File: src/sv/bc_pkg.sv
// Shared types, constants and helper functions for the barometric compensation block.
// No dependencies; every other file imports this package.
package bc_pkg;

  // Oversampling setting and the shift it implies
  localparam int         OSS      = 0;
  localparam logic [1:0] OSS_SH   = 2'(OSS);

  // Divider width (one quotient bit per stage)
  localparam int DIV_W = 32;

  // Scheme constants
  localparam logic [31:0] C_4000    = 32'd4000;
  localparam logic [31:0] C_3038    = 32'd3038;
  localparam logic [31:0] C_M7357   = 32'hFFFF_E343;
  localparam logic [31:0] C_3791    = 32'd3791;
  localparam logic [31:0] C_P_SCALE = 32'(50000 >> OSS);
  localparam logic [31:0] C_HALF    = 32'h8000_0000;
  localparam logic [31:0] C_32768   = 32'd32768;

  // Register indexes on the configuration port
  typedef enum logic [3:0] {
    REG_AC1    = 4'd0,
    REG_AC2    = 4'd1,
    REG_AC3    = 4'd2,
    REG_AC4    = 4'd3,
    REG_AC5    = 4'd4,
    REG_AC6    = 4'd5,
    REG_B_PAIR = 4'd6,
    REG_M_PAIR = 4'd7
  } reg_idx_t;

  // Calibration set as seen by the datapath
  typedef struct packed {
    logic [15:0] ac1;
    logic [15:0] ac2;
    logic [15:0] ac3;
    logic [15:0] ac4;
    logic [15:0] ac5;
    logic [15:0] ac6;
    logic [15:0] b1;
    logic [15:0] b2;
    logic [15:0] mc;
    logic [15:0] md;
  } coef_t;

  // Sideband that rides along a divider
  typedef struct packed {
    logic        fault;
    logic        flag;
    logic [18:0] up;
    logic [31:0] word;
  } side_t;

  // Sign-extend a 16-bit coefficient to a 32-bit word
  function automatic logic [31:0] sx16(logic [15:0] v);
    return {{16{v[15]}}, v};
  endfunction

  // Arithmetic right shift of a 32-bit word
  function automatic logic [31:0] asr(logic [31:0] v, logic [4:0] n);
    return $signed(v) >>> n;
  endfunction

endpackage

File: src/sv/bc_front.sv
// Temperature front end: raw temperature scaling and setup of the first division.
// Depends on bc_pkg (coef_t, side_t, sx16, asr).
module bc_front (
  input  logic            clk,
  input  logic            rst_n,
  input  logic            en,
  input  bc_pkg::coef_t   coef,
  input  logic            in_v,
  input  logic [15:0]     in_ut,
  input  logic [18:0]     in_up,
  output logic            out_v,
  output logic [31:0]     out_a,
  output logic [31:0]     out_b,
  output bc_pkg::side_t   out_side
);
  import bc_pkg::*;

  logic        f1_v_r, f2_v_r, f3_v_r;
  logic [31:0] f1_d_r, f2_x1_r;
  logic [18:0] f1_up_r, f2_up_r;
  logic [31:0] f3_a_r, f3_b_r;
  side_t       f3_side_r;

  logic [31:0] x1_nxt, den_nxt, num_nxt;

  always_comb begin
    x1_nxt  = asr(32'(f1_d_r * {16'b0, coef.ac5}), 5'd15);
    den_nxt = 32'(f2_x1_r + sx16(coef.md));
    num_nxt = sx16(coef.mc) << 11;
  end

  // valid chain
  always_ff @(posedge clk) begin
    if (!rst_n) begin
      f1_v_r <= 1'b0;
      f2_v_r <= 1'b0;
      f3_v_r <= 1'b0;
    end else if (en) begin
      f1_v_r <= in_v;
      f2_v_r <= f1_v_r;
      f3_v_r <= f2_v_r;
    end
  end

  // ut - ac6, x1, then magnitudes and sign for the division
  always_ff @(posedge clk) begin
    if (en) begin
      f1_d_r          <= 32'({16'b0, in_ut} - {16'b0, coef.ac6});
      f1_up_r         <= in_up;
      f2_x1_r         <= x1_nxt;
      f2_up_r         <= f1_up_r;
      f3_a_r          <= num_nxt[31] ? 32'(-num_nxt) : num_nxt;
      f3_b_r          <= den_nxt[31] ? 32'(-den_nxt) : den_nxt;
      f3_side_r.fault <= (den_nxt == '0);
      f3_side_r.flag  <= num_nxt[31] ^ den_nxt[31];
      f3_side_r.up    <= f2_up_r;
      f3_side_r.word  <= f2_x1_r;
    end
  end

  assign out_v    = f3_v_r;
  assign out_a    = f3_a_r;
  assign out_b    = f3_b_r;
  assign out_side = f3_side_r;

endmodule

File: config.mk
export PLATFORM = sky130hd
export DESIGN_NAME = bc_front
export DESIGN_NICKNAME = d
export VERILOG_FILES = /design/src/sv/bc_pkg.sv /design/src/sv/bc_front.sv
export SDC_FILE = /design/constraint.sdc
export NUM_CORES = 1
export LEC_CHECK = 0
export ABC_AREA = 1
export BUFFER_PORTS_ARGS = -buffer_cell sky130_fd_sc_hd__clkbuf_2
export CAP_MARGIN = 15
export CELL_PAD_IN_SITES_DETAIL_PLACEMENT = 0
export CELL_PAD_IN_SITES_GLOBAL_PLACEMENT = 1
export CORE_ASPECT_RATIO = 1.5
export CORE_MARGIN = 1.5
export CORE_UTILIZATION = 40
export DETAILED_ROUTE_END_ITERATION = 10
export GPL_TIMING_DRIVEN = 0
export PLACE_DENSITY = 0.75
export SYNTH_ARGS = -nofsm -noshare
export SYNTH_HDL_FRONTEND = slang
export SYNTH_SLANG_ARGS = --single-unit
export TNS_END_PERCENT = 1
File: constraint.sdc
create_clock -name clk -period 5.7 [get_ports clk]
set_input_delay 0.57 -clock clk [delete_from_list [all_inputs] [get_ports clk]]
set_output_delay 0.57 -clock clk [all_outputs]
set_load 0.02 [all_outputs]
==> results.yml <==
synth:
  synth_area_um2: 18090
  ys_async_sr_fraction: 0
  ys_warn_count: 0
  synth_common_cells: "inv_1 (539), nand2_1 (441), fa_1 (271)"
  yosysTopAreaCell: "fa_1"
  synth-edff-count: 163
  synth_most_common_cell: "inv_1"
  synth_seq_cells: 166
  synthFlopType: "edfxtp_1"
  synth_top_area_share: 0.2998
  syn_inst: 2005
  synthTopCellsByArea: "fa_1 (30%), edfxtp_1 (27%), inv_1 (11%), nand2_1 (9.1%), ha_1 (6.7%)"
  avgSynthCellArea_um2: 9.024
  netlist-cell-type-count: 45
  yosysSeqAreaShare: 0.2738
placed_design:
  io_buffer_count: 193
  detailed_place_hpwl_um: 38540
  dp_slack_ps: -1380
  placed_cell_area_um2: 20010
  place.gp.congestion: 0.9199
worst_setup_path:
  r2r_setup_slack_ps: -80
  cp_max_fo: 9
  criticalPathCategory: "flip-flop to flip-flop"
  end_kind: "flip-flop"
  cp.arrival_ps: 5960
  start_kind: "flip-flop"
  required_ps: 5880
finish:
  nets: 2831
  final_cell_area_um2: 21310
  fin_util: 0.4768
  fill_cells: 4410
  syn_to_final_growth_pct: 17.76
  diodes: 0
  drive_above_1_share: 0.2025
grt:
  grt_overflow: 0
  grt_pass1_wl_um: 74000
  track_usage: 0.2105
  grt_max_degree: 106
  first_global_vias: 14160
  antenna_found_initial: 0
drt:
  post-route-drc-count: 0
  drtAntennaViolNets: 0
  wl_um: 46930
  wl_per_cell_um: 16.41
  drtPass1Iterations: 5
  vias_per_cell: 4.681
  drt_iter0_markers: 592
  vias: 13380
floorplan:
  num_rows: 95
  initial_utilization: 0.4048
  io_pins: 317
  die_h_um: 263.5
  chipWidth_um: 176.7
  dieArea_um2: 46550
  core-area_um2: 44690
sta:
  layout_setup_ws_ps: -81.72
  period_share: 1.014
  rsz0062_at_grt: "yes"
  worst_pin_slew_ps: 865.0
  maxSlewViolCount: 0
  slew_headroom: 0.4157
  fin_crit_ps: 5782
  finalSetupViolations: 3
  finalSetupTns_ps: -118.3
  hold_viol: 0
  clock-skew-final_ps: 15.01
  max_freq_ghz: 0.1730
status:
  outcome: "finished with violations"
  failed_checks: "negative setup slack"
clock_tree:
  htreeDepth: 4
  insertion_delay_ps: 440
  clock_sinks: 166
  cts_tree: "done"
  clk_pin_slew_ps: 80
  clock_path_buffers: 2
  cts_root_buf: "clkbuf_16"
  numCtsBuffers: 17
flow_run:
  cap_violations: 0
hold_path:
  hp-class: "primary input to flip-flop"
==> critical path: stages, from the launching register on <==
cell and delay (ps):
edfxtp_1 440, buf_8 180, nand2_1 80, inv_2 40, fa_2 650, inv_2 60
fa_2 580, inv_4 70, fa_1 400, fa_1 540, inv_1 50, fa_1 520
fa_1 550, inv_1 50, ha_2 330, a21o_1 230, a21oi_2 130, o21bai_1 100
a221oi_1 220, nand2_1 120, xor2_1 170
==> stage by stage <==
| stage | hold WS, ps | cells |
|---|---|---|
| floorplan | 400.3 | 2034 |
| global placement | 400.5 | 2809 |
| detailed placement | 404.5 | 2810 |
| CTS | 274.7 | 2852 |
| global route | 282.0 | 2859 |
| finish | 312.0 | 2859 |
==> final timing paths <==
check	start	end	cells past startpoint
max	f1_d_r[30]	f2_x1_r[15]	20
min	in_up[5]	f1_up_r[5]	1
max reg2reg	f1_d_r[30]	f2_x1_r[15]	20
min reg2reg	f1_up_r[14]	f2_up_r[14]	0
==> routing by layer <==
metal  GRT usage  part of all wire  wire length, µm  up-vias
met3     0.02860             0.043             2022      100
met2      0.3842              0.52            24400      370
li1            -                 -                -     6433
met1      0.2215              0.36            17040     6479
met4      0.1422             0.074             3463        0
met5           0                 0                0        -
==> final cells by class <==
cell class	instances	area (µm²)	share of cell area
multi-input combinational	1230	11150	0.5232
sequential	166	4955	0.2325
inverter	546	2056	0.09648
timing repair buffer	226	1246	0.05849
tap	582	728.2	0.03418
buffer	77	554.3	0.02601
clock buffer	18	429.2	0.02014
clock inverter	14	191.4	0.008984
==> layout by cell type (no fill, tap or decap), types with 9 or more instances in the layout <==
| cell | instances |
|---|---|
| inv_1 | 529 |
| nand2_1 | 431 |
| fa_1 | 264 |
| clkbuf_2 | 213 |
| edfxtp_1 | 163 |
| ha_1 | 80 |
| nor2_1 | 77 |
| buf_4 | 58 |
| xor2_1 | 44 |
| nand3_1 | 37 |
| a21oi_1 | 35 |
| conb_1 | 30 |
| o21ai_0 | 29 |
| nand2_2 | 24 |
| xnor2_1 | 21 |
| a21oi_2 | 17 |
| nand4_1 | 17 |
| clkbuf_16 | 17 |
| inv_2 | 15 |
| clkbuf_4 | 14 |
| nor2_2 | 11 |
| ha_4 | 11 |
| nor3_1 | 10 |
| o21ai_1 | 9 |
==> repair_timing <==
action / CTS / global route
setup endpoints to repair: 17 / 17
setup buffers: 25 / 7
hold buffers: 0 / 0
pin swaps: 10 / 19
resized for setup: 98 / 57
==> flip-flops by register name, indices dropped and copies added (netlist names) <==
name / count
f2_v_r: 1
f1_d_r: 17
f2_up_r: 19
f1_up_r: 19
out_side: 38
out_b: 32
f1_v_r: 1
out_a: 21
f2_x1_r: 17
out_v: 1
==> kinds of logic (layout without fill, tap and decap cells) <==
logic type / after synthesis / count (layout) / synth area share
other: 1 / 30 / 0.0002073
adders and majority gates: 368 / 368 / 0.3669
AOI/OAI and AO/OA: 127 / 127 / 0.04045
xor gates and xnor gates: 66 / 66 / 0.03236
buffers and inverters: 638 / 881 / 0.1382
DFF: 166 / 166 / 0.2738
and+or+nand+nor: 639 / 639 / 0.1481
Power is left out: the tool's default activity adds up to more than one toggle a clock period on the data nets, which glitch-free logic cannot reach.
