===== src/sv/bc_pkg.sv =====
// Shared types, constants and helper functions for the barometric compensation block.
// No dependencies; every other file imports this package.
package bc_pkg;

  // Oversampling setting and the shift it implies
  localparam int         OSS      = 0;
  localparam logic [1:0] OSS_SH   = 2'(OSS);

  // Divider width (one quotient bit per stage)
  localparam int DIV_W = 32;

  // Scheme constants
  localparam logic [31:0] C_4000    = 32'd4000;
  localparam logic [31:0] C_3038    = 32'd3038;
  localparam logic [31:0] C_M7357   = 32'hFFFF_E343;
  localparam logic [31:0] C_3791    = 32'd3791;
  localparam logic [31:0] C_P_SCALE = 32'(50000 >> OSS);
  localparam logic [31:0] C_HALF    = 32'h8000_0000;
  localparam logic [31:0] C_32768   = 32'd32768;

  // Register indexes on the configuration port
  typedef enum logic [3:0] {
    REG_AC1    = 4'd0,
    REG_AC2    = 4'd1,
    REG_AC3    = 4'd2,
    REG_AC4    = 4'd3,
    REG_AC5    = 4'd4,
    REG_AC6    = 4'd5,
    REG_B_PAIR = 4'd6,
    REG_M_PAIR = 4'd7
  } reg_idx_t;

  // Calibration set as seen by the datapath
  typedef struct packed {
    logic [15:0] ac1;
    logic [15:0] ac2;
    logic [15:0] ac3;
    logic [15:0] ac4;
    logic [15:0] ac5;
    logic [15:0] ac6;
    logic [15:0] b1;
    logic [15:0] b2;
    logic [15:0] mc;
    logic [15:0] md;
  } coef_t;

  // Sideband that rides along a divider
  typedef struct packed {
    logic        fault;
    logic        flag;
    logic [18:0] up;
    logic [31:0] word;
  } side_t;

  // Sign-extend a 16-bit coefficient to a 32-bit word
  function automatic logic [31:0] sx16(logic [15:0] v);
    return {{16{v[15]}}, v};
  endfunction

  // Arithmetic right shift of a 32-bit word
  function automatic logic [31:0] asr(logic [31:0] v, logic [4:0] n);
    return $signed(v) >>> n;
  endfunction

endpackage


===== src/sv/bc_back.sv =====
// Back end: pressure correction polynomial, saturation and the output register.
// Depends on bc_pkg (side_t, constants, asr).
module bc_back (
  input  logic               clk,
  input  logic               rst_n,
  input  logic               en,
  input  logic               in_v,
  input  logic [31:0]        in_q,
  input  bc_pkg::side_t      in_side,
  output logic               out_v,
  output logic signed [12:0] out_temp,
  output logic [17:0]        out_press,
  output logic               out_fault
);
  import bc_pkg::*;

  logic        k1_v_r, k2_v_r, k3_v_r, k4_v_r;
  logic [31:0] k1_p_r, k2_p_r, k3_p_r;
  logic [31:0] k2_sq_r, k2_m2_r, k3_x1_r, k3_m2_r;
  logic [12:0] ts_r  [1:3];
  logic        flt_r [1:3];
  logic signed [12:0] k4_t_r;
  logic [17:0] k4_p_r;
  logic        k4_f_r;

  logic [31:0] a8_nxt, pv_nxt;
  logic [17:0] ps_nxt;

  always_comb begin
    a8_nxt = asr(k1_p_r, 5'd8);
    pv_nxt = 32'(k3_p_r + asr(32'(k3_x1_r + k3_m2_r + C_3791), 5'd4));
    if (pv_nxt[31]) begin
      ps_nxt = '0;
    end else if (pv_nxt > 32'd262143) begin
      ps_nxt = 18'h3FFFF;
    end else begin
      ps_nxt = pv_nxt[17:0];
    end
  end

  // valid chain
  always_ff @(posedge clk) begin
    if (!rst_n) begin
      k1_v_r <= 1'b0;
      k2_v_r <= 1'b0;
      k3_v_r <= 1'b0;
      k4_v_r <= 1'b0;
    end else if (en) begin
      k1_v_r <= in_v;
      k2_v_r <= k1_v_r;
      k3_v_r <= k2_v_r;
      k4_v_r <= k3_v_r;
    end
  end

  always_ff @(posedge clk) begin
    if (en) begin
      // p
      k1_p_r   <= in_side.flag ? {in_q[30:0], 1'b0} : in_q;
      ts_r[1]  <= in_side.word[12:0];
      flt_r[1] <= in_side.fault;
      // (p>>8)^2 and linear term
      k2_sq_r  <= 32'(a8_nxt * a8_nxt);
      k2_m2_r  <= asr(32'(C_M7357 * k1_p_r), 5'd16);
      k2_p_r   <= k1_p_r;
      ts_r[2]  <= ts_r[1];
      flt_r[2] <= flt_r[1];
      // quadratic term
      k3_x1_r  <= asr(32'(k2_sq_r * C_3038), 5'd16);
      k3_m2_r  <= k2_m2_r;
      k3_p_r   <= k2_p_r;
      ts_r[3]  <= ts_r[2];
      flt_r[3] <= flt_r[2];
      // output beat, zeroed on a divide fault
      k4_f_r   <= flt_r[3];
      k4_t_r   <= flt_r[3] ? '0 : $signed(ts_r[3]);
      k4_p_r   <= flt_r[3] ? '0 : ps_nxt;
    end
  end

  assign out_v     = k4_v_r;
  assign out_temp  = k4_t_r;
  assign out_press = k4_p_r;
  assign out_fault = k4_f_r;

endmodule


===== config.mk =====
export PLATFORM = sky130hd
export DESIGN_NAME = bc_back
export DESIGN_NICKNAME = d
export VERILOG_FILES = /design/src/sv/bc_pkg.sv /design/src/sv/bc_back.sv
export SDC_FILE = /design/constraint.sdc
export NUM_CORES = 2
export LEC_CHECK = 0
export BUFFER_PORTS_ARGS = -buffer_cell sky130_fd_sc_hd__buf_2
export CAP_MARGIN = 30
export CELL_PAD_IN_SITES_DETAIL_PLACEMENT = 1
export CELL_PAD_IN_SITES_GLOBAL_PLACEMENT = 2
export CORE_UTILIZATION = 44
export DETAILED_ROUTE_END_ITERATION = 8
export PLACE_DENSITY_LB_ADDON = 0.2
export SLEW_MARGIN = 20
export SYNTH_ARGS = -nofsm -noshare
export SYNTH_HDL_FRONTEND = slang
export SYNTH_SLANG_ARGS = --single-unit

===== constraint.sdc =====
create_clock -name clk -period 8.7 [get_ports clk]
set_input_delay 1.74 -clock clk [delete_from_list [all_inputs] [get_ports clk]]
set_output_delay 1.74 -clock clk [all_outputs]
set_load 0.01 [all_outputs]

==> impl_metrics.ini <==
[status]
status = complete, but fails checks
violations = design-rule violations

[clock_tree]
cts_resized = 0
tritoncts = built
clk_latency_ps = 600
clk_pin_slew_ps = 70
clock-sinks = 251
ctsHoldBuffers = 0
root_buffer = clkbuf_16
post_cts_buffers = 0
cts_buffers = 30
clock_path_buffers = 3
htreeDepth = 1

[setup_path]
r2r_start = k1_p_r[8]$_DFFE_PP_
required_ps = 9010
crit_type = reg2reg
startpoint_type = register
crit_top_cell = fa_1
end_kind = register
slowest_delay_ps = 690
worstPathMaxFanout = 12
slowest_stage = edfxtp_1
crit_chain = inv_1 -> nor2_1 -> fa_1 -> inv_1 -> fa_1 -> inv_1 -> fa_1 -> ha_1 -> inv_1 -> fa_1 -> fa_1 -> fa_1 -> inv_1 -> ha_1 -> o21a_1 -> o31a_1 -> a31o_2 -> o211ai_1 -> a41oi_1 -> o2111ai_1 -> nand3_1 -> o41ai_1 -> xnor2_1
r2r_setup_slack_ps = 980
r2r-end = k2_sq_r[30]$_DFFE_PP_
r2r_cells = 23
worst_ep_arrival_time_ps = 8030

[global_route]
grt-ovfl-total = 0
grt_max_degree = 103
grt_pass1_vias = 23600
track_usage_pct = 22.5
antenna_found_initial = 2
grt_pass1_wl_mm = 130

[yosys]
yosysWarnings = 0
synth_area_per_cell_sq_um = 11.2
synth-xor-area-share_pct = 3.73
synth_edf_count = 247
synth_top_family_by_area = adder cells
netlist_top_cells_area = fa_1 (35%), edfxtp_1 (23%), ha_1 (15%), inv_1 (8.4%), xnor2_1 (2.5%)
yosysSeqAreaShare_pct = 23.0
synth_cell_types = 80
ys_async_sr_fraction_pct = 0
ys_top_cells_by_count = inv_1 (733), fa_1 (566), ha_1 (387), edfxtp_1 (247), nand2_1 (131)
synth_compound_area_share_pct = 6.14
synth_area_sq_um = 32600
synthSimpleGateAreaFrac_pct = 7.06
yosysMostFrequentCell = inv_1
ys_ff_latch = 251
synth_mux_area_share_pct = 1.38
syn_inst = 2911
synthAdderAreaFrac_pct = 49.6
ys.flop_type = edfxtp_1
yosysTopAreaCell = fa_1
synth_top_area_share_pct = 34.8

[final_layout]
area_delta_synth_final_pct = 8.40
nets = 4058
fin_area_sq_um = 35300
final_cells = 3997
drive_gt1_share_pct = 7.57
antenna_cells = 0

[floorplan]
core.rowCount = 99
start_util_pct = 44.6
die_area_sq_um = 75200
die_w_um = 274
io_pins = 122
die_height_um = 274
core_sq_um = 73100

[timing]
finalSetupTns_ps = 0
slew-limit-headroom_pct = 40.4
finalSetupViolCount = 0
tightest_slew_ps = 895
clock-skew-final_ps = 19.8
layout_min_cycle_time_ps = 7720
finalCritPeriodShare_pct = 88.7
holdWs_ps = 416
hold_violations = 0
drv_slew = 0
fmax_mhz = 130
rsz0062_at_grt = no

[placement]
dpl.cell_count = 3941
gp_congestion = 0.858
dp_hpwl_mm = 67.6
dpl-instance-area_sq_um = 34300
io_buffers = 83

[detailed_routing]
ant_nets = 0
route.detailed.drc = 6
dr.pass1.iters = 9
dr.max_layer_used = met5
via_per_inst = 5.13
routed_wl_mm = 80.7
drtIter0Drc = 800
met3_length_mm = 2.08
wl_met1_mm = 34.9
wl_per_cell_um = 20.2
vias = 20500
met2_length_mm = 41.8

[run]
max-cap-violations = 0

[worst_hold_path]
whs_endpoint = k3_p_r[3]$_DFFE_PP_
hold_depth = 0
hold_class = reg2reg
min_from = k2_p_r[3]$_DFFE_PP_
==> layout by cell type, fill, tap and decap left out, types with 42 or more instances in the layout <==
master	netlist	layout
and2_1	82	82
a21oi_1	54	54
edfxtp_1	247	247
ha_1	387	387
buf_2	0	82
inv_1	733	733
xor2_1	42	42
xnor2_1	94	94
nand2_1	131	131
nor2_1	114	114
fa_1	566	566
==> kinds of logic after synthesis <==
family | Yosys count
xor gates and xnor gates | 137
other | 1
buffers and inverters | 786
adders and majority gates | 953
AOI/OAI and AO/OA | 275
muxes | 41
DFF | 251
and+or+nand+nor | 467
==> how the worst max path moves through the flow <==
stage                         startpoint  depth (start not counted)  slack, ps                    end
floorplan           k1_p_r[18]$_DFFE_PP_                         23       2030  k2_sq_r[30]$_DFFE_PP_
global placement     k1_p_r[8]$_DFFE_PP_                         22       1290  k2_sq_r[30]$_DFFE_PP_
detailed placement   k1_p_r[8]$_DFFE_PP_                         23       1080  k2_sq_r[30]$_DFFE_PP_
CTS                  k1_p_r[8]$_DFFE_PP_                         23       1000  k2_sq_r[30]$_DFFE_PP_
global route         k1_p_r[8]$_DFFE_PP_                         23        600  k2_sq_r[30]$_DFFE_PP_
finish               k1_p_r[8]$_DFFE_PP_                         23        980  k2_sq_r[30]$_DFFE_PP_
==> per-stage QoR <==
step / setup slack [ps] / util, %
floorplan: 2030 / -
CTS: 1000 / 48.3
detailed placement: 1080 / 46.9
global placement: 1290 / 46.9
finish: 982 / 48.4
global route: 596 / 48.4
==> worst max-delay path: cells and delay by family (launching register included) <==
family / cells / cell delay, ps
buffers and inverters: 5 / 860
AO/OA/AOI/OAI: 7 / 1710
AND/OR/NAND/NOR: 2 / 340
flip-flops: 1 / 690
adder cells (fa/ha/maj): 8 / 3660
XOR/XNOR: 1 / 160
==> final cells by class <==
class	instances	area, sq um
repair buffers	119	736
well taps	959	1200
flip-flops and latches	251	7500
multi-input cells	1876	22200
fillers	7905	37700
clock inverters	21	228
inverters	738	2770
clock buffers	33	762
==> routing by layer <==
layer | vias to the layer above | GRT usage (%)
met3 | 103 | 1.85
met1 | 10700 | 29.4
met4 | 2 | 5.37
met5 | - | 0
li1 | 9426 | -
met2 | 243 | 40.2
==> sequential cells by signal, indices dropped and copies added, names as in the netlist <==
name and flops:
flt_r 3, k1_p_r 32, k1_v_r 1, k2_m2_r 16, k2_p_r 32, k2_sq_r 29
k2_v_r 1, k3_m2_r 16, k3_p_r 32, k3_v_r 1, k3_x1_r 16, out_fault 1
out_press 18, out_temp 13, out_v 1, ts_r 39
Power is not shown: default switching activity piles up to over one toggle a cycle in this logic, so the estimate is an artifact.
